File: src/rtl/core/mmm_pkg.sv
`default_nettype none

package mmm_pkg;

    localparam int MOTOR_SLOTS = 6;
    localparam int PULSE_W     = 11;
    localparam int QUEUE_DEPTH = 2;
    localparam int IN_W        = 72;
    localparam int OUT_W       = 88;
    localparam int ADDR_W      = 5;
    localparam int DATA_W      = 32;

    typedef enum logic [1:0] {
        FRAME_BI    = 2'd0,
        FRAME_QUADX = 2'd1,
        FRAME_HEX6X = 2'd2,
        FRAME_NONE  = 2'd3
    } t_frame;

    typedef enum logic [2:0] {
        REG_FRAME_TYPE   = 3'd0,
        REG_YAW_REVERSE  = 3'd1,
        REG_MIN_THROTTLE = 3'd2,
        REG_MAX_THROTTLE = 3'd3,
        REG_MIN_COMMAND  = 3'd4,
        REG_MIN_CHECK    = 3'd5,
        REG_MOTOR_STOP   = 3'd6
    } t_reg_idx;

    typedef logic [PULSE_W-1:0] t_pulse;
    typedef logic signed [17:0] t_num;
    typedef logic signed [13:0] t_mot;

    typedef struct packed {
        t_frame frame_type;
        logic   yaw_reverse;
        t_pulse min_throttle;
        t_pulse max_throttle;
        t_pulse min_command;
        t_pulse min_check;
        logic   motor_stop;
    } t_cfg;

    // Front stage output: mix numerators before the hex rescale.
    typedef struct packed {
        t_num [MOTOR_SLOTS-1:0] num;
        t_pulse                 srv_l;
        t_pulse                 srv_r;
        logic                   low_stick;
        logic                   armed;
    } t_stage;

    // Queue entry: raw motor mix, ready for limiting.
    typedef struct packed {
        t_mot [MOTOR_SLOTS-1:0] motor;
        t_pulse                 srv_l;
        t_pulse                 srv_r;
        logic                   low_stick;
        logic                   armed;
    } t_item;

    localparam t_pulse RST_MIN_THROTTLE = 11'd1150;
    localparam t_pulse RST_MAX_THROTTLE = 11'd1850;
    localparam t_pulse RST_MIN_COMMAND  = 11'd1000;
    localparam t_pulse RST_MIN_CHECK    = 11'd1100;

    localparam t_pulse SERVO_MID = 11'd1500;
    localparam t_pulse SERVO_LO  = 11'd1020;
    localparam t_pulse SERVO_HI  = 11'd2000;
    localparam logic [6:0] YAW_LIM_BASE = 7'd100;

    // floor(n/10) = ((n + 30000) * 104858 >> 20) - 3000 for the numerator range.
    localparam logic [16:0] DIV10_MUL   = 17'd104858;
    localparam t_num        DIV10_BIAS  = 18'sd30000;
    localparam t_mot        DIV10_QBIAS = 14'sd3000;
    // floor(x/20) = x * 52429 >> 20 for x below 2^18.
    localparam logic [15:0] DIV20_MUL   = 16'd52429;
    localparam int          RECIP_SHIFT = 20;

    localparam logic signed [1:0] QUAD_W_ROLL  [4] = '{-2'sd1, 2'sd1, 2'sd1, -2'sd1};
    localparam logic signed [1:0] QUAD_W_PITCH [4] = '{-2'sd1, -2'sd1, 2'sd1, 2'sd1};
    localparam logic signed [1:0] QUAD_W_YAW   [4] = '{2'sd1, -2'sd1, 2'sd1, -2'sd1};

    localparam logic signed [1:0] HEX_W_ROLL  [MOTOR_SLOTS] =
        '{-2'sd1, 2'sd1, 2'sd1, 2'sd1, -2'sd1, -2'sd1};
    localparam logic signed [1:0] HEX_W_PITCH [MOTOR_SLOTS] =
        '{-2'sd1, -2'sd1, 2'sd0, 2'sd1, 2'sd1, 2'sd0};
    localparam logic signed [1:0] HEX_W_YAW   [MOTOR_SLOTS] =
        '{2'sd1, -2'sd1, 2'sd1, -2'sd1, 2'sd1, -2'sd1};

    // Applies a weight of -1, 0 or +1 to a term.
    function automatic t_num apply_w(input logic signed [1:0] w, input t_num x);
        t_num r;
        if (w == 2'sd1) begin
            r = x;
        end else if (w == -2'sd1) begin
            r = -x;
        end else begin
            r = '0;
        end
        return r;
    endfunction

endpackage

`default_nettype wire

File: src/rtl/core/mmm_front.sv
`default_nettype none

module mmm_front (
    input  wire                                i_clk,
    input  wire                                i_rst_n,
    input  wire  mmm_pkg::t_cfg                i_cfg,
    input  wire                                i_valid,
    output logic                               o_ready,
    input  wire  [mmm_pkg::IN_W-1:0]           i_data,
    output logic                               o_valid,
    input  wire                                i_ready,
    output mmm_pkg::t_item                     o_item
);

    logic            r_a_valid;
    mmm_pkg::t_stage r_a;
    mmm_pkg::t_stage n_a;
    logic            r_b_valid;
    mmm_pkg::t_item  r_b;
    mmm_pkg::t_item  n_b;
    logic            load_a;
    logic            load_b;

    logic [10:0]        thr;
    logic signed [10:0] roll;
    logic signed [10:0] pitch;
    logic signed [10:0] yaw;
    logic signed [9:0]  ystick;
    logic [10:0]        tstick;
    logic signed [11:0] ystick_abs;
    logic signed [11:0] yaw_lim;
    logic signed [11:0] yaw_c;
    logic signed [11:0] yaw_e;
    mmm_pkg::t_num      thr18;
    mmm_pkg::t_num      roll18;
    mmm_pkg::t_num      pitch18;
    mmm_pkg::t_num      yaw18;
    mmm_pkg::t_num      yawr18;
    logic signed [12:0] srv_l_raw;
    logic signed [12:0] srv_r_raw;
    logic [16:0]        div_in  [mmm_pkg::MOTOR_SLOTS];
    logic [33:0]        div_prod [mmm_pkg::MOTOR_SLOTS];

    assign thr    = i_data[10:0];
    assign roll   = $signed(i_data[21:11]);
    assign pitch  = $signed(i_data[32:22]);
    assign yaw    = $signed(i_data[43:33]);
    assign ystick = $signed(i_data[53:44]);
    assign tstick = i_data[64:54];

    // Yaw limit of 100 plus the stick deflection, used by the quad and hex mixes.
    always_comb begin
        ystick_abs = ystick[9] ? -{{2{ystick[9]}}, ystick} : {{2{ystick[9]}}, ystick};
        yaw_lim    = $signed({5'd0, mmm_pkg::YAW_LIM_BASE}) + ystick_abs;
        if ($signed({yaw[10], yaw}) > yaw_lim) begin
            yaw_c = yaw_lim;
        end else if ($signed({yaw[10], yaw}) < -yaw_lim) begin
            yaw_c = -yaw_lim;
        end else begin
            yaw_c = {yaw[10], yaw};
        end
        yaw_e = i_cfg.yaw_reverse ? -yaw_c : yaw_c;
    end

    always_comb begin
        thr18   = $signed({7'd0, thr});
        roll18  = {{7{roll[10]}}, roll};
        pitch18 = {{7{pitch[10]}}, pitch};
        yaw18   = {{6{yaw_e[11]}}, yaw_e};
        yawr18  = {{7{yaw[10]}}, yaw};

        n_a.num = '0;
        case (i_cfg.frame_type)
            mmm_pkg::FRAME_BI: begin
                n_a.num[0] = thr18 + roll18;
                n_a.num[1] = thr18 - roll18;
            end
            mmm_pkg::FRAME_QUADX: begin
                for (int i = 0; i < 4; i++) begin
                    n_a.num[i] = thr18
                        + mmm_pkg::apply_w(mmm_pkg::QUAD_W_ROLL[i], roll18)
                        + mmm_pkg::apply_w(mmm_pkg::QUAD_W_PITCH[i], pitch18)
                        + mmm_pkg::apply_w(mmm_pkg::QUAD_W_YAW[i], yaw18);
                end
            end
            mmm_pkg::FRAME_HEX6X: begin
                // Everything in tenths: 10*thr, 8*roll, 9*pitch, 10*yaw.
                for (int i = 0; i < mmm_pkg::MOTOR_SLOTS; i++) begin
                    n_a.num[i] = (thr18 <<< 3) + (thr18 <<< 1)
                        + mmm_pkg::apply_w(mmm_pkg::HEX_W_ROLL[i], roll18 <<< 3)
                        + mmm_pkg::apply_w(mmm_pkg::HEX_W_PITCH[i],
                                           (pitch18 <<< 3) + pitch18)
                        + mmm_pkg::apply_w(mmm_pkg::HEX_W_YAW[i],
                                           (yaw18 <<< 3) + (yaw18 <<< 1));
                end
            end
            default: begin
                n_a.num = '0;
            end
        endcase

        // Bicopter servo targets use the unlimited yaw.
        srv_l_raw = $signed({2'd0, mmm_pkg::SERVO_MID}) - yawr18[12:0] - pitch18[12:0];
        srv_r_raw = $signed({2'd0, mmm_pkg::SERVO_MID}) - yawr18[12:0] + pitch18[12:0];
        if (srv_l_raw < $signed({2'd0, mmm_pkg::SERVO_LO})) begin
            n_a.srv_l = mmm_pkg::SERVO_LO;
        end else if (srv_l_raw > $signed({2'd0, mmm_pkg::SERVO_HI})) begin
            n_a.srv_l = mmm_pkg::SERVO_HI;
        end else begin
            n_a.srv_l = srv_l_raw[10:0];
        end
        if (srv_r_raw < $signed({2'd0, mmm_pkg::SERVO_LO})) begin
            n_a.srv_r = mmm_pkg::SERVO_LO;
        end else if (srv_r_raw > $signed({2'd0, mmm_pkg::SERVO_HI})) begin
            n_a.srv_r = mmm_pkg::SERVO_HI;
        end else begin
            n_a.srv_r = srv_r_raw[10:0];
        end
        n_a.low_stick = (tstick < i_cfg.min_check);
        n_a.armed     = i_data[65];
    end

    // Second stage: the hex mix is divided by ten with floor.
    always_comb begin
        n_b.srv_l     = r_a.srv_l;
        n_b.srv_r     = r_a.srv_r;
        n_b.low_stick = r_a.low_stick;
        n_b.armed     = r_a.armed;
        for (int i = 0; i < mmm_pkg::MOTOR_SLOTS; i++) begin
            div_in[i]   = 17'($signed(r_a.num[i]) + mmm_pkg::DIV10_BIAS);
            div_prod[i] = 34'(div_in[i]) * 34'(mmm_pkg::DIV10_MUL);
            if (i_cfg.frame_type == mmm_pkg::FRAME_HEX6X) begin
                n_b.motor[i] = $signed(div_prod[i][33:mmm_pkg::RECIP_SHIFT])
                               - mmm_pkg::DIV10_QBIAS;
            end else begin
                n_b.motor[i] = r_a.num[i][13:0];
            end
        end
    end

    assign load_b  = r_a_valid && (!r_b_valid || i_ready);
    assign o_ready = !r_a_valid || load_b;
    assign load_a  = i_valid && o_ready;
    assign o_valid = r_b_valid;
    assign o_item  = r_b;

    always_ff @(posedge i_clk) begin
        if (!i_rst_n) begin
            r_a_valid <= 1'b0;
            r_b_valid <= 1'b0;
        end else begin
            if (load_a) begin
                r_a_valid <= 1'b1;
            end else if (load_b) begin
                r_a_valid <= 1'b0;
            end
            if (load_b) begin
                r_b_valid <= 1'b1;
            end else if (i_ready) begin
                r_b_valid <= 1'b0;
            end
        end
    end

    always_ff @(posedge i_clk) begin
        if (load_a) begin
            r_a <= n_a;
        end
        if (load_b) begin
            r_b <= n_b;
        end
    end

endmodule

`default_nettype wire

File: config.mk
export PLATFORM = sky130hd
export DESIGN_NAME = mmm_front
export DESIGN_NICKNAME = d
export VERILOG_FILES = /design/src/rtl/core/mmm_pkg.sv /design/src/rtl/core/mmm_front.sv
export SDC_FILE = /design/constraint.sdc
export NUM_CORES = 2
export LEC_CHECK = 0
export BUFFER_PORTS_ARGS = -buffer_cell sky130_fd_sc_hd__buf_4
export CAP_MARGIN = 40
export CORE_MARGIN = 5
export CORE_UTILIZATION = 60
export CTS_BUF_LIST = sky130_fd_sc_hd__clkbuf_8
export CTS_CLUSTER_DIAMETER = 80
export CTS_CLUSTER_SIZE = 8
export DETAILED_ROUTE_END_ITERATION = 8
export PLACE_DENSITY = 0.77
export SLEW_MARGIN = 20
export SYNTH_ARGS = -nofsm -noshare
export SYNTH_HDL_FRONTEND = slang
export SYNTH_SLANG_ARGS = --single-unit
export TNS_END_PERCENT = 5
File: constraint.sdc
create_clock -name i_clk -period 14.9 [get_ports i_clk]
set_clock_uncertainty 0.05 [all_clocks]
set_input_delay 2.98 -clock i_clk [delete_from_list [all_inputs] [get_ports i_clk]]
set_output_delay 2.98 -clock i_clk [all_outputs]
set_load 0.02 [all_outputs]
==> flow_summary.toml <==
[run_status]
status = "completed"

[floorplanning]
row_count = 111
fp.dieH_um = 313
core_area_um2 = 91400
pin_count = 234
start_util_pct = 60.3
dieArea_um2 = 98000
dieWidth_um = 313

[detailed_routing]
drt_iter0_markers = 2592
num_vias = 40900
drtPass1Iterations = 6
avgViaCountPerCell = 5.79
drc_errors = 0
routedWlPerCell_um = 20.2
drtAntennaViolNets = 0
routed_wl_um = 143000

[synth]
synth_area_um2 = 55100
synthCells = 5657
netlist_top_cells_count = "ha_1 (1112), inv_1 (1106), fa_1 (655)"
synth_cell_type_count = 119
synth_largest_area_cell = "ha_1"
ys_seq_area_share_pct = 12.7
synth.most_common_cell = "ha_1"
yosys_warnings = 0
ys.flop_type = "edfxtp_1"
synth_top_area_share_pct = 25.2
yosys_register_bits = 234
syn_avg_cell_area_um2 = 9.74
synthTopCellsByArea = "ha_1 (25%), fa_1 (24%), edfxtp_1 (13%), inv_1 (7.5%), xnor2_1 (6.8%)"
synth_edf_count = 232
async_reset_ff_share_pct = 0

[finish]
area_growth_pct = 6.64
final_util_pct = 64.3
fin_nets = 7750
seq_area_um2 = 7010
drive_gt1_share_pct = 7.39
fillCellCount = 7452
multi_input_area_um2 = 43600

[clock_network]
clk_pin_slew_ps = 80
root_buffer = "clkbuf_8"
post_cts_resized = 0
numCtsBuffers = 38
ctsHoldBuffers = 0
htreeDepth = 2
cts_tree = "yes"
cts.sink_count = 234
insertion_delay_ps = 630
clock_path_buffers = 3
postCtsSetupBuffers = 0

[timing]
setup_viol = 0
setup_tns_ps = 0
max_freq_mhz = 71.4
drv_slew = 0
hold_viol = 0
timing.slew.headroom_pct = 30.1
rsz0062_at_grt = "false"
min_period_ps = 14010
max_slew.worst_pin.slew_ps = 1050
min_period_over_period_pct = 94.0

[placed_design]
portBuffers = 193
place_congestion = 1.01
post-dp-hpwl_um = 124000

[setup_path]
max_stage_delay_ps = 760
worstPathArrival_ps = 14440
critical-path-top-delay-family = "compound AO/OA/AOI/OAI gates"
required_ps = 15330
crit_buf_inv = 6
critPathKind = "in -> reg"
crit_path_max_fanout = 11
cp-start-kind = "input port"
crit_path_top_delay_cell = "xnor2_1"
end_kind = "flop"

[global_route]
grt_max_degree = 59
grt_pass1_vias = 42600
track_usage_pct = 29.4
antenna_found_initial = 2
grt_overflow = 0
grt_first_pass_wirelength_um = 229000

[min_path]
hp-class = "reg -> reg"

[job]
maxCapViolations = 0
==> metrics by stage <==
stage / instance area [um^2] / instances / hold slack [ps] / setup slack, ps
after floorplan: 55100 / 5659 / 350 / 1350
after global placement: 58100 / 7001 / 351 / 737
after detailed placement: 58200 / 7005 / 355 / 527
after CTS: 58800 / 7059 / 365 / 1160
after global routing: 58800 / 7060 / 374 / 166
final: 58800 / 7061 / 364 / 893
==> area by class of cell <==
cell class                      count  area share [%]
Sequential cell                   234            11.9
Tap cell                         1186            2.52
Clock buffer                       41           0.960
Multi-Input combinational cell   4222            74.1
Clock inverter                     13           0.113
Timing Repair Buffer              245            3.20
Antenna cell                        2         0.00851
Inverter                         1118            7.14
==> registers in the layout, summed over array words and instances, names as in the netlist <==
signal,cells
o_valid,1
r_a_valid,1
n_b,24
r_a,100
o_item,108
==> final timing paths <==
check | start | endpoint | slack (ps) | depth (start not counted)
setup reg to reg | r_a[46]$_SDFFCE_PN0P_ | o_item[51]$_DFFE_PP_ | 4450 | 35
hold / removal | n_b[19]$_SDFFCE_PP1P_ | o_item[19]$_DFFE_PP_ | 360 | 0
hold reg to reg | n_b[19]$_SDFFCE_PP1P_ | o_item[19]$_DFFE_PP_ | 360 | 0
setup / recovery | i_data[44] | r_a[58]$_SDFFCE_PN0P_ | 890 | 52
==> layer usage <==
| layer | routed length, um | GRT usage, % |
|---|---|---|
| met3 | 8870 | 4.19 |
| met5 | 0 | 0 |
| met2 | 66600 | 48.9 |
| met1 | 61900 | 39.8 |
| met4 | 5490 | 10.0 |
==> cell families (layout without fill, tap and decap cells) <==
| kind of cell | after synthesis | after routing | synth area share, % |
|---|---|---|---|
| flops | 234 | 234 | 12.7 |
| simple gates | 870 | 870 | 7.99 |
| buf+inv | 1203 | 1417 | 8.28 |
| fa+ha+maj | 1773 | 1773 | 49.1 |
| xor+xnor | 558 | 558 | 9.02 |
| other cells | 2 | 6 | 0.0136 |
| compound gates | 963 | 963 | 11.8 |
| mux | 54 | 54 | 1.08 |
==> worst register-to-register path, delay by kind of cell, from the launching register on <==
kind | cells | cell delay (ps)
adders and majority gates | 10 | 4120
buffers and inverters | 3 | 410
xor gates and xnor gates | 3 | 910
and+or+nand+nor | 10 | 2090
AOI/OAI and AO/OA | 9 | 2170
DFF | 1 | 430
==> layout by cell type, fill, tap and decap left out, drive strengths merged, types with 10 or more instances in the layout <==
cell     count
inv       1121
ha        1112
nand3b      12
nand2b      38
o21a        27
o31ai       13
a211oi      14
and2        26
nor4        20
o211ai      17
mux2        42
a221oi      13
xnor2      432
a21o        76
nand4       21
and3        32
or3         19
or2         18
nor2b      100
o21ai      130
edfxtp     232
a21oi      312
nand2      143
xor2       124
a222oi      10
clkbuf      41
a2111oi     11
buf        245
nor2       289
a211o       10
a22oi       42
nand3       53
a31o        14
fa         655
nor3        61
o21bai     161
a31oi       31
mux2i       12
Power is left out: the tool's default activity adds up to more than one toggle a clock period on the data nets, which glitch-free logic cannot reach.
