## src/rtl/core/mmm_pkg.sv

```systemverilog
`default_nettype none

package mmm_pkg;

    localparam int MOTOR_SLOTS = 6;
    localparam int PULSE_W     = 11;
    localparam int QUEUE_DEPTH = 2;
    localparam int IN_W        = 72;
    localparam int OUT_W       = 88;
    localparam int ADDR_W      = 5;
    localparam int DATA_W      = 32;

    typedef enum logic [1:0] {
        FRAME_BI    = 2'd0,
        FRAME_QUADX = 2'd1,
        FRAME_HEX6X = 2'd2,
        FRAME_NONE  = 2'd3
    } t_frame;

    typedef enum logic [2:0] {
        REG_FRAME_TYPE   = 3'd0,
        REG_YAW_REVERSE  = 3'd1,
        REG_MIN_THROTTLE = 3'd2,
        REG_MAX_THROTTLE = 3'd3,
        REG_MIN_COMMAND  = 3'd4,
        REG_MIN_CHECK    = 3'd5,
        REG_MOTOR_STOP   = 3'd6
    } t_reg_idx;

    typedef logic [PULSE_W-1:0] t_pulse;
    typedef logic signed [17:0] t_num;
    typedef logic signed [13:0] t_mot;

    typedef struct packed {
        t_frame frame_type;
        logic   yaw_reverse;
        t_pulse min_throttle;
        t_pulse max_throttle;
        t_pulse min_command;
        t_pulse min_check;
        logic   motor_stop;
    } t_cfg;

    // Front stage output: mix numerators before the hex rescale.
    typedef struct packed {
        t_num [MOTOR_SLOTS-1:0] num;
        t_pulse                 srv_l;
        t_pulse                 srv_r;
        logic                   low_stick;
        logic                   armed;
    } t_stage;

    // Queue entry: raw motor mix, ready for limiting.
    typedef struct packed {
        t_mot [MOTOR_SLOTS-1:0] motor;
        t_pulse                 srv_l;
        t_pulse                 srv_r;
        logic                   low_stick;
        logic                   armed;
    } t_item;

    localparam t_pulse RST_MIN_THROTTLE = 11'd1150;
    localparam t_pulse RST_MAX_THROTTLE = 11'd1850;
    localparam t_pulse RST_MIN_COMMAND  = 11'd1000;
    localparam t_pulse RST_MIN_CHECK    = 11'd1100;

    localparam t_pulse SERVO_MID = 11'd1500;
    localparam t_pulse SERVO_LO  = 11'd1020;
    localparam t_pulse SERVO_HI  = 11'd2000;
    localparam logic [6:0] YAW_LIM_BASE = 7'd100;

    // floor(n/10) = ((n + 30000) * 104858 >> 20) - 3000 for the numerator range.
    localparam logic [16:0] DIV10_MUL   = 17'd104858;
    localparam t_num        DIV10_BIAS  = 18'sd30000;
    localparam t_mot        DIV10_QBIAS = 14'sd3000;
    // floor(x/20) = x * 52429 >> 20 for x below 2^18.
    localparam logic [15:0] DIV20_MUL   = 16'd52429;
    localparam int          RECIP_SHIFT = 20;

    localparam logic signed [1:0] QUAD_W_ROLL  [4] = '{-2'sd1, 2'sd1, 2'sd1, -2'sd1};
    localparam logic signed [1:0] QUAD_W_PITCH [4] = '{-2'sd1, -2'sd1, 2'sd1, 2'sd1};
    localparam logic signed [1:0] QUAD_W_YAW   [4] = '{2'sd1, -2'sd1, 2'sd1, -2'sd1};

    localparam logic signed [1:0] HEX_W_ROLL  [MOTOR_SLOTS] =
        '{-2'sd1, 2'sd1, 2'sd1, 2'sd1, -2'sd1, -2'sd1};
    localparam logic signed [1:0] HEX_W_PITCH [MOTOR_SLOTS] =
        '{-2'sd1, -2'sd1, 2'sd0, 2'sd1, 2'sd1, 2'sd0};
    localparam logic signed [1:0] HEX_W_YAW   [MOTOR_SLOTS] =
        '{2'sd1, -2'sd1, 2'sd1, -2'sd1, 2'sd1, -2'sd1};

    // Applies a weight of -1, 0 or +1 to a term.
    function automatic t_num apply_w(input logic signed [1:0] w, input t_num x);
        t_num r;
        if (w == 2'sd1) begin
            r = x;
        end else if (w == -2'sd1) begin
            r = -x;
        end else begin
            r = '0;
        end
        return r;
    endfunction

endpackage

`default_nettype wire

```

## src/rtl/core/mmm_fifo.sv

```systemverilog
`default_nettype none

module mmm_fifo #(
    parameter int DEPTH = mmm_pkg::QUEUE_DEPTH
) (
    input  wire                  i_clk,
    input  wire                  i_rst_n,
    input  wire                  i_push,
    output logic                 o_ready,
    input  wire  mmm_pkg::t_item i_item,
    output logic                 o_valid,
    input  wire                  i_pop,
    output mmm_pkg::t_item       o_item
);

    localparam int PTR_W = (DEPTH > 1) ? $clog2(DEPTH) : 1;
    localparam int CNT_W = $clog2(DEPTH + 1);

    mmm_pkg::t_item   r_mem [DEPTH];
    logic [PTR_W-1:0] r_wr;
    logic [PTR_W-1:0] r_rd;
    logic [CNT_W-1:0] r_cnt;
    logic [PTR_W-1:0] n_wr;
    logic [PTR_W-1:0] n_rd;
    logic [CNT_W-1:0] n_cnt;
    logic             do_push;
    logic             do_pop;

    assign o_ready = (r_cnt != CNT_W'(DEPTH));
    assign o_valid = (r_cnt != '0);
    assign o_item  = r_mem[r_rd];
    assign do_push = i_push && o_ready;
    assign do_pop  = i_pop && o_valid;

    always_comb begin
        n_wr  = r_wr;
        n_rd  = r_rd;
        n_cnt = r_cnt;
        if (do_push) begin
            n_wr = (r_wr == PTR_W'(DEPTH - 1)) ? '0 : r_wr + 1'b1;
        end
        if (do_pop) begin
            n_rd = (r_rd == PTR_W'(DEPTH - 1)) ? '0 : r_rd + 1'b1;
        end
        if (do_push && !do_pop) begin
            n_cnt = r_cnt + 1'b1;
        end else if (do_pop && !do_push) begin
            n_cnt = r_cnt - 1'b1;
        end
    end

    always_ff @(posedge i_clk) begin
        if (!i_rst_n) begin
            r_wr  <= '0;
            r_rd  <= '0;
            r_cnt <= '0;
        end else begin
            r_wr  <= n_wr;
            r_rd  <= n_rd;
            r_cnt <= n_cnt;
        end
    end

    always_ff @(posedge i_clk) begin
        if (do_push) begin
            r_mem[r_wr] <= i_item;
        end
    end

endmodule

`default_nettype wire

```

## config.mk

```make
export PLATFORM = sky130hd
export DESIGN_NAME = mmm_fifo
export DESIGN_NICKNAME = d
export VERILOG_FILES = /design/src/rtl/core/mmm_pkg.sv /design/src/rtl/core/mmm_fifo.sv
export SDC_FILE = /design/constraint.sdc
export NUM_CORES = 1
export LEC_CHECK = 0
export BUFFER_PORTS_ARGS = -buffer_cell sky130_fd_sc_hd__buf_2
export CAP_MARGIN = 5
export CORE_UTILIZATION = 52
export CTS_CLUSTER_SIZE = 16
export DETAILED_ROUTE_END_ITERATION = 16
export PLACE_DENSITY_LB_ADDON = 0.3
export SLEW_MARGIN = 20
export SYNTH_ARGS = -nofsm -noshare
export SYNTH_HDL_FRONTEND = slang
export SYNTH_SLANG_ARGS = --single-unit
```

## constraint.sdc

```tcl
create_clock -name i_clk -period 4.35 [get_ports i_clk]
set_clock_uncertainty 0.15 [all_clocks]
set_input_delay 0 -clock i_clk [delete_from_list [all_inputs] [get_ports i_clk]]
set_output_delay 0 -clock i_clk [all_outputs]
set_load 0.05 [all_outputs]
```

==> results of run 1 <==
report_power, final:
part	leakage (nW)	internal (mW)	switching, mW	total (mW)
sequential	2.06	2.66	0.132	2.80
clock	0.355	1.08	0.739	1.82
combinational	1.90	0.752	1.70	2.45
kinds of logic after synthesis:
family / after synthesis
compound gates: 5
xor+xnor: 3
fa+ha+maj: 1
buf+inv: 13
flops: 221
mux: 108
simple gates: 9
worst max path at each step:
| stage | startpoint | endpoint | slack (ns) | cells after the start |
|---|---|---|---|---|
| 2_1_floorplan | r_cnt[0]$_SDFFE_PN0P_ | r_mem[1][0]$_DFFE_PP_ | 0.49 | 2 |
| 3_3_place_gp | r_cnt[0]$_SDFFE_PN0P_ | r_mem[1][74]$_DFFE_PP_ | 1.99 | 3 |
| 3_5_place_dp | r_cnt[0]$_SDFFE_PN0P_ | r_mem[1][74]$_DFFE_PP_ | 1.94 | 3 |
| 4_1_cts | flip-flop | o_item[102] | 1.52 | 3 |
| 5_1_grt | flip-flop | o_item[6] | 1.57 | 4 |
| 6_report | flip-flop | o_item[6] | 1.71 | 4 |
stage by stage:
stage	area, um^2	hold slack (ns)	util	worst slack [ns]	power (mW)
floorplan	8105	-0.05113	-	0.4924	4.715
global route	11270	0.06389	0.7413	1.569	7.314
CTS	11250	0.06218	0.7400	1.517	7.093
finish	11270	0.07780	0.7413	1.712	7.071
global placement	9418	0.03845	0.6195	1.992	5.146
detailed placement	9418	0.04235	0.6195	1.939	5.185
cells in the final DEF, fill, tap and decap left out, drive strengths merged:
master,n
and3,1
xor2,1
clkinvlp,1
a21bo,1
bufinv,2
buf,228
dfxtp,5
edfxtp,216
nand2b,1
nand3b,1
and2,4
inv,1
or3,1
o21ai,2
ha,1
or2,1
clkinv,12
a21boi,2
dlygate4sd3,112
mux2,108
xnor2,2
clkbuf,26
sequential cells by signal, indices dropped and copies added, names as in the netlist, named ones only:
signal and cells:
r_rd 1, r_mem 216, r_cnt 2, r_wr 1
final cells by class:
class	count	area (um^2)	area share
clock buffer	26	586.8	0.05207
clock inverter	15	123.9	0.01099
inverter	1	6.256	0.0005551
multi-input combinational	126	1435	0.1273
sequential	221	6590	0.5848
tap	188	235.2	0.02087
timing repair buffer	340	2292	0.2034
worst reg2reg max path, delay by kind of cell, from the launching register on:
family	cells	cell delay, ns
buffers and inverters	1	0.48
AND/OR/NAND/NOR	2	1.03
flip-flops	1	0.42
per-layer routing:
| metal | GRT usage | vias up | wire (um) |
|---|---|---|---|
| met1 | 0.2323 | 2251 | 6268 |
| li1 | - | 2141 | - |
| met5 | 0 | - | 0 |
| met2 | 0.3678 | 197 | 8295 |
| met3 | 0.05567 | 29 | 1298 |
| met4 | 0.06162 | 0 | 379 |
==> flow_summary.toml, run 1 <==
[critical_path]
cp_data_arrival_time_ns = 2.49
cp_slowest_cell = "dfxtp_4"
path_cells = "buf_12 > buf_4 > mux2_2 > buf_2"
r2r-start = "r_cnt[0]$_SDFFE_PN0P_"
rrSetupSlack_ns = 1.92
worst-setup-path-type = "reg -> out"
reg2reg_depth = 3
crit_buf_inv = 3
cp_slowest_stage_delay_ns = 0.77
path_delay_family = "buffers and inverters"
required_ns = 4.20
cp-start-kind = "flip-flop"
cp-end-kind = "output pin"
critPathMaxFanout = 46
r2r-end = "r_mem[1][107]$_DFFE_PP_"

[routing]
via_count = 4618
postRouteAntennaNets = 0
first_pass_iters = 4
wirelength_mm = 16.24
drc = 0
vias_per_cell = 5.036
routedWlPerCell_um = 17.71
drtIter0Drc = 208

[worst_hold_path]
hold-path-cell-count = 2
worstHoldPathType = "in -> reg"
min_to = "r_mem[1][4]$_DFFE_PP_"
worstHoldStart = "i_item[4]"

[grt]
antenna_found_initial = 0
grt_pass1_wl_mm = 24.85
grt_max_degree = 79
grt_pass1_vias = 4982
gr-total-overflow = 0
grt_use_total = 0.2023

[place]
hpwl_mm = 9.305
dp_cells = 763
gp_congestion = 0.7326
io_buffers = 221

[logic_synthesis]
synth_top_area_share = 0.8002
synth_most_common_cell = "edfxtp_1"
yosysUniqueCellTypes = 21
syn_nets = 473
syn_inst = 360
ys_async_sr_fraction = 0
synthMuxAreaShare = 0.1593
syn_avg_cell_area_um2 = 22.51
syn_area_um2 = 8105
yosysSeqAreaShare = 0.8126
ys_seq_elements = 221
yosys.area_share.simple = 0.008027
yosys_warnings = 0
synthTopCellsByCount = "216 x edfxtp_1, 88 x mux2_2, 20 x mux2_4, 8 x buf_2, 5 x dfxtp_1"
synth_top_family_by_area = "multiplexers"
synth_ff_type = "edfxtp_1"
synthAdderAreaFrac = 0.001544
synth_area_leader_cell = "edfxtp_1"
synth_edf_count = 216
synth.area.top_cells = "edfxtp_1 80%, mux2_2 12%, mux2_4 3.7%"
synth_compound_area_frac = 0.004322
synth_xor_area_frac = 0.003242

[clock_network]
clk_pin_slew_worst_paths_ns = 0.06
clk_latency_ns = 0.49
postCtsHoldBufs = 112
cts.sink_count = 221
cts-root-buf = "clkbuf_16"
htreeDepth = 1
post-cts-setup-buffer-count = 0
cts.path.max_buffers = 3
cts_resized = 0
cts_tree = "done"
cts_buffers = 23

[cells_and_area]
fillers = 883
drive_above_1_share = 0.5171
antennaDiodeCount = 0
nets = 826
stdcell_count = 917
area_delta_synth_final_pct = 39.04

[timing]
rsz0062_at_grt = "no"
min_period_ns = 2.638
worstMarginPinSlew_ns = 0.9523
max_freq_ghz = 0.3791
fin_crit_sh = 0.6064
hold_viol = 0
finalMaxSlewViolations = 0
slew_headroom = 0.3651
setup_violations = 0
tns_ns = 0

[status]
status = "finished, final reports clean"

[die]
die_w_um = 126.9
coreArea_um2 = 15200
std_cell_rows = 45
ios = 222
die_h_um = 126.9
start_util = 0.5332
dieArea_um2 = 16090

[pwr]
max-vdd-ir-drop_mv = 0.5187
p_per_area_nw_per_um2 = 627.4
leakage_nw = 4.316

[job]
cap_violations = 0
No activity file was read; power rests on OpenSTA's default activity.
==> inputs of run 2 (changes only) <==
==> constraint.sdc (replaced) <==
create_clock -name i_clk -period 2.7 [get_ports i_clk]
set_clock_uncertainty 0.15 [all_clocks]
set_input_delay 0 -clock i_clk [delete_from_list [all_inputs] [get_ports i_clk]]
set_output_delay 0 -clock i_clk [all_outputs]
set_load 0.05 [all_outputs]
==> run 2 against run 1 <==
Compared with the run above: total power is 63% higher; final area up 0.82%; sequential share of layout area is 0.47 points lower; core utilization increased by 0.61 points; count of clock-buffer cells in the layout up 2; hold slack got worse by 0.00056 ns; largest power group unchanged.
==> flow_summary.toml, run 2 (synthesized netlist as in run 1, its figures left out) <==
[cells_and_area]
stdcell_count = 920
nets = 830
area_delta_synth_final_pct = 40.18
largest_register_ffs = 216
fillers = 893
fin_area_um2 = 11360
top_register = "r_mem"
antennaDiodeCount = 0
drive_above_1_share = 0.5150
final_common_cell = "buf_2"
regArea_um2 = 6591
final_cell_mix = "221 x buf_2, 216 x edfxtp_1, 112 x dlygate4sd3_1"
multiInputGateArea_um2 = 1435
reg_top3 = "r_mem: 216 flops, r_cnt: 2 flops"

[grt]
grt_max_degree = 48
grt_pass1_wl_mm = 24.68
grt_use_total = 0.2014
gr-total-overflow = 0
antenna_found_initial = 0
grt_pass1_vias = 5007

[place]
hpwl_mm = 9.443
place_area_um2 = 9508
dp_cells = 768
io_buffers = 221
gp_congestion = 0.6974

[pwr]
leakage_nw = 4.345
max-vdd-ir-drop_mv = 0.7979
p_per_area_nw_per_um2 = 1015

[routing]
postRouteAntennaNets = 0
via_count = 4630
wirelength_mm = 16.16
vias_per_cell = 5.033
first_pass_iters = 4
drtIter0Drc = 216
drc = 0
routedWlPerCell_um = 17.57

[critical_path]
rrSetupSlack_ns = 0.71
r2r-start = "r_cnt[1]$_SDFFE_PN0P_"
crit_path_end = "o_item[26]"
cp_data_arrival_time_ns = 2.03
r2r-end = "r_mem[0][102]$_DFFE_PP_"
required_ns = 2.55
cp-end-kind = "output pin"
path_cells = "buf_4 > mux2_2 > buf_2"
cp_slowest_cell = "dfxtp_4"
cp_slowest_stage_delay_ns = 0.60
critPathMaxFanout = 28
reg2reg_depth = 4
worst-setup-path-type = "reg -> out"
cp-start-kind = "flip-flop"

[die]
dieArea_um2 = 16090
die_w_um = 126.9
coreArea_um2 = 15200
die_h_um = 126.9
ios = 222
std_cell_rows = 45
start_util = 0.5332

[job]
cap_violations = 0

[timing]
slew_headroom = 0.6173
worstMarginPinSlew_ns = 0.5741
setup_violations = 0
finalMaxSlewViolations = 0
fin_crit_sh = 0.8088
min_period_ns = 2.184
rsz0062_at_grt = "no"
max_freq_ghz = 0.4579
hold_viol = 0

[worst_hold_path]
worstHoldPathType = "in -> reg"
hold-path-cell-count = 2

[clock_network]
post-cts-setup-buffer-count = 0
cts-root-buf = "clkbuf_16"
htreeDepth = 1
cts_tree = "done"
cts.path.max_buffers = 3
cts_buffers = 23
cts.sink_count = 221
clk_latency_ns = 0.48
clk_pin_slew_worst_paths_ns = 0.06

[status]
status = "finished, final reports clean"
-- run 2: where the power goes --
part | total, mW | internal [mW] | switching, mW
clock | 3.07 | 1.85 | 1.22
sequential | 4.46 | 4.29 | 0.171
combinational | 4.01 | 1.24 | 2.76
total | 11.5 | 7.38 | 4.15
-- run 2: area by class of cell --
cell class | instances | share of cell area
sequential | 221 | 0.5801
clock inverter | 12 | 0.01222
timing repair buffer | 344 | 0.2077
clock buffer | 28 | 0.05231
tap | 188 | 0.02070
multi-input combinational | 126 | 0.1263
inverter | 1 | 0.0006607
-- run 2: what timing repair did --
item / 4_1_cts / 5_1_grt
gates resized for setup: 0 / 0
hold endpoints to repair: 221 / 0
hold buffers: 112 / 0
-- run 2: worst min-delay path by stage --
stage	startpoint	end
floorplan	i_item[0]	r_mem[0][0]$_DFFE_PP_
global placement	i_item[20]	r_mem[1][20]$_DFFE_PP_
detailed placement	i_item[46]	r_mem[1][46]$_DFFE_PP_
CTS	i_item[35]	r_mem[0][35]$_DFFE_PP_
global route	i_item[82]	r_mem[1][82]$_DFFE_PP_
finish	i_item[14]	r_mem[1][14]$_DFFE_PP_
-- run 2: per-stage QoR --
step | util | setup slack [ns] | total power, mW | TNS (ns) | hold WS, ns
2_1_floorplan | - | -0.1688 | 7.579 | -18.23 | -0.05113
3_3_place_gp | 0.6254 | 0.7335 | 8.342 | 0 | 0.03696
6_report | 0.7474 | 0.5162 | 11.54 | 0 | 0.07724
4_1_cts | 0.7474 | 0.4824 | 11.61 | 0 | 0.05796
5_1_grt | 0.7474 | 0.4118 | 11.93 | 0 | 0.07240
3_5_place_dp | 0.6254 | 0.6812 | 8.402 | 0 | 0.04121
-- run 2: critical path, delay by kind of cell, from the launching register on --
kind	cells	cell delay, ns
buffers and inverters	2	0.57
DFF	1	0.60
muxes	1	0.38
-- run 2: layer usage --
layer,GRT usage,share of wire
met1,0.2249,0.38
met2,0.3723,0.53
met3,0.04724,0.062
met4,0.07703,0.029
met5,0,0
==> inputs of run 3 (changes only) <==
--- a/config.mk
+++ b/config.mk
@@ -5,6 +5,7 @@
 export SDC_FILE = /design/constraint.sdc
 export NUM_CORES = 1
 export LEC_CHECK = 0
+export ABC_AREA = 1
 export BUFFER_PORTS_ARGS = -buffer_cell sky130_fd_sc_hd__buf_2
 export CAP_MARGIN = 5
 export CORE_UTILIZATION = 52
==> constraint.sdc (replaced) <==
create_clock -name i_clk -period 2.2 [get_ports i_clk]
set_clock_uncertainty 0.15 [all_clocks]
set_input_delay 0 -clock i_clk [delete_from_list [all_inputs] [get_ports i_clk]]
set_output_delay 0 -clock i_clk [all_outputs]
set_load 0.05 [all_outputs]
==> run 3 against run 2 <==
Compared with the run above: count of clock-buffer cells in the layout is 1 higher; wire length is 5.5% higher; clock power is 14% higher; die area hardly changed; sequential power is 24% higher; setup slack worse by 0.37 ns; core utilization hardly changed; critical path depth stayed put; via count is 1.9% higher; final cell count is 1.1% higher; critical path type unchanged; critical endpoint is now o_item[53]; largest power group unchanged; highest routed layer unchanged.
==> flow_summary.toml, run 3 <==
[worst_hold_path]
worstHoldPathType = "in -> reg"
hold-path-cell-count = 2

[grt]
grt_max_degree = 56
grt_use_total = 0.2074
grt_pass1_vias = 4921
grtUsageMet2 = 0.3649
gr-total-overflow = 0
busiest_layer = "met2"
use_met1 = 0.2400
antenna_found_initial = 0
grt_pass1_wl_mm = 25.33
grt_use_met3 = 0.05609

[logic_synthesis]
yosysSeqAreaShare = 0.8128
yosysUniqueCellTypes = 15
ys_async_sr_fraction = 0
syn_area_um2 = 8103
synth_edf_count = 216
synthTopCellsByCount = "216 x edfxtp_1, 88 x mux2_2, 20 x mux2_4, 9 x nand2_1"
yosys_warnings = 0
synth_ff_type = "edfxtp_1"
synth_top_area_share = 0.8005
syn_inst = 373
synth.area.top_cells = "edfxtp_1 80%, mux2_2 12%, mux2_4 3.7%"
synth_most_common_cell = "edfxtp_1"
synth_area_leader_cell = "edfxtp_1"
ys_seq_elements = 221
syn_nets = 486
syn_avg_cell_area_um2 = 21.72

[critical_path]
required_ns = 2.05
worst-setup-path-type = "reg -> out"
cp-end-kind = "output pin"
path_cells = "buf_12 > mux2_2 > buf_2"
critPathMaxFanout = 36
cp_slowest_stage_delay_ns = 0.53
cp.depth = 3
path_delay_family = "flip-flops"
cp-start-kind = "flip-flop"
crit_buf_inv = 2
cp_slowest_cell = "dfxtp_4"
cp_data_arrival_time_ns = 1.91
reg2reg_depth = 5

[routing]
first_pass_iters = 4
wirelength_mm = 17.06
postRouteAntennaNets = 0
routedWlPerCell_um = 18.34
vias_per_cell = 5.072
via_count = 4717
drc = 0
drtIter0Drc = 188

[cells_and_area]
fin_area_um2 = 11370
largest_register_ffs = 216
drive_above_1_share = 0.5040
nets = 841
final_cell_mix = "221 x buf_2, 216 x edfxtp_1, 112 x dlygate4sd3_1"
top_register = "r_mem"
reg_top3 = "r_mem: 216 flops, r_cnt: 2 flops"
final_common_cell = "buf_2"
antennaDiodeCount = 0
area_delta_synth_final_pct = 40.27

[clock_network]
cts_resized = 0
cts.path.max_buffers = 3
cts-root-buf = "clkbuf_16"
cts_buffers = 23
cts.sink_count = 221
cts_tree = "done"
htreeDepth = 1
clk_latency_ns = 0.50
clk_pin_slew_worst_paths_ns = 0.06

[pwr]
power_mw = 13.71
max-vdd-ir-drop_mv = 0.8104
p_per_area_nw_per_um2 = 1206
leakage_nw = 4.357

[place]
place_ws_ns = 0.5593
io_buffers = 221
place_area_um2 = 9562
hpwl_mm = 9.811
gp_congestion = 0.7479

[timing]
setup_slack_ns = 0.1445
max_freq_ghz = 0.4865
fin_crit_sh = 0.9343
hold_viol = 0
slew_headroom = 0.7854
worstMarginPinSlew_ns = 0.3219
setup_violations = 0
min_period_ns = 2.055
rsz0062_at_grt = "no"
finalMaxSlewViolations = 0

[die]
die_w_um = 126.8
coreArea_um2 = 15200
dieArea_um2 = 16090
ios = 222
std_cell_rows = 45
die_h_um = 126.8
start_util = 0.5330

[job]
cap_violations = 0

[status]
status = "finished, final reports clean"
run 3: path summary, 6_finish.rpt:
kind                                            start                      to  slack, ns
worst max register to register  r_cnt[1]$_SDFFE_PN0P_   r_cnt[0]$_SDFFE_PN0P_       0.19
worst min register to register      r_rd$_SDFFE_PN0P_               flip-flop       0.38
worst min-delay path                       i_item[17]  r_mem[0][17]$_DFFE_PP_       0.07
worst max-delay path                        flip-flop              o_item[53]       0.14
run 3: final cells by class:
cell class / instances / area, um^2
fillers: 874 / 3836
flip-flops and latches: 221 / 6591
multi-input cells: 132 / 1449
clock buffers: 29 / 598.1
well taps: 188 / 235.2
inverters: 8 / 32.53
clock inverters: 10 / 73.82
repair buffers: 342 / 2386
run 3: timing repair:
| action | CTS | global route |
|---|---|---|
| endpoints found under the setup margin | 0 | 36 |
| hold buffers | 112 | 0 |
| setup buffers | 0 | 1 |
| endpoints found under the hold margin | 251 | 0 |
run 3: routing by layer:
layer	routed length, um	share of wire
met5	0	0
met2	8793	0.52
met4	544	0.032
met3	1158	0.068
met1	6561	0.38
run 3: cells by family (layout without fill, tap and decap cells):
family | count (synthesis) | after routing | synth area share
buffers and inverters | 20 | 389 | 0.01421
adders and majority gates | 1 | 1 | 0.001544
muxes | 108 | 108 | 0.1594
DFF | 221 | 221 | 0.8128
AOI/OAI and AO/OA | 4 | 4 | 0.002779
and+or+nand+nor | 19 | 19 | 0.009265
run 3: per-stage QoR:
stage	instances	TNS, ns	utilization	hold slack, ns
after global routing	930	0	0.7477	0.05912
after CTS	929	0	0.7469	0.05367
after detailed placement	778	0	0.6290	0.04104
final	930	0	0.7477	0.06543
after floorplan	373	-121.81	-	-0.05113
after global placement	778	0	0.6290	0.03664
run 3: power breakdown:
part / internal (mW) / switching, mW / leakage, nW
clock network: 2.03 / 1.47 / 0.331
logic: 1.43 / 3.25 / 1.97
registers: 5.33 / 0.212 / 2.06
total: 8.78 / 4.93 / 4.36
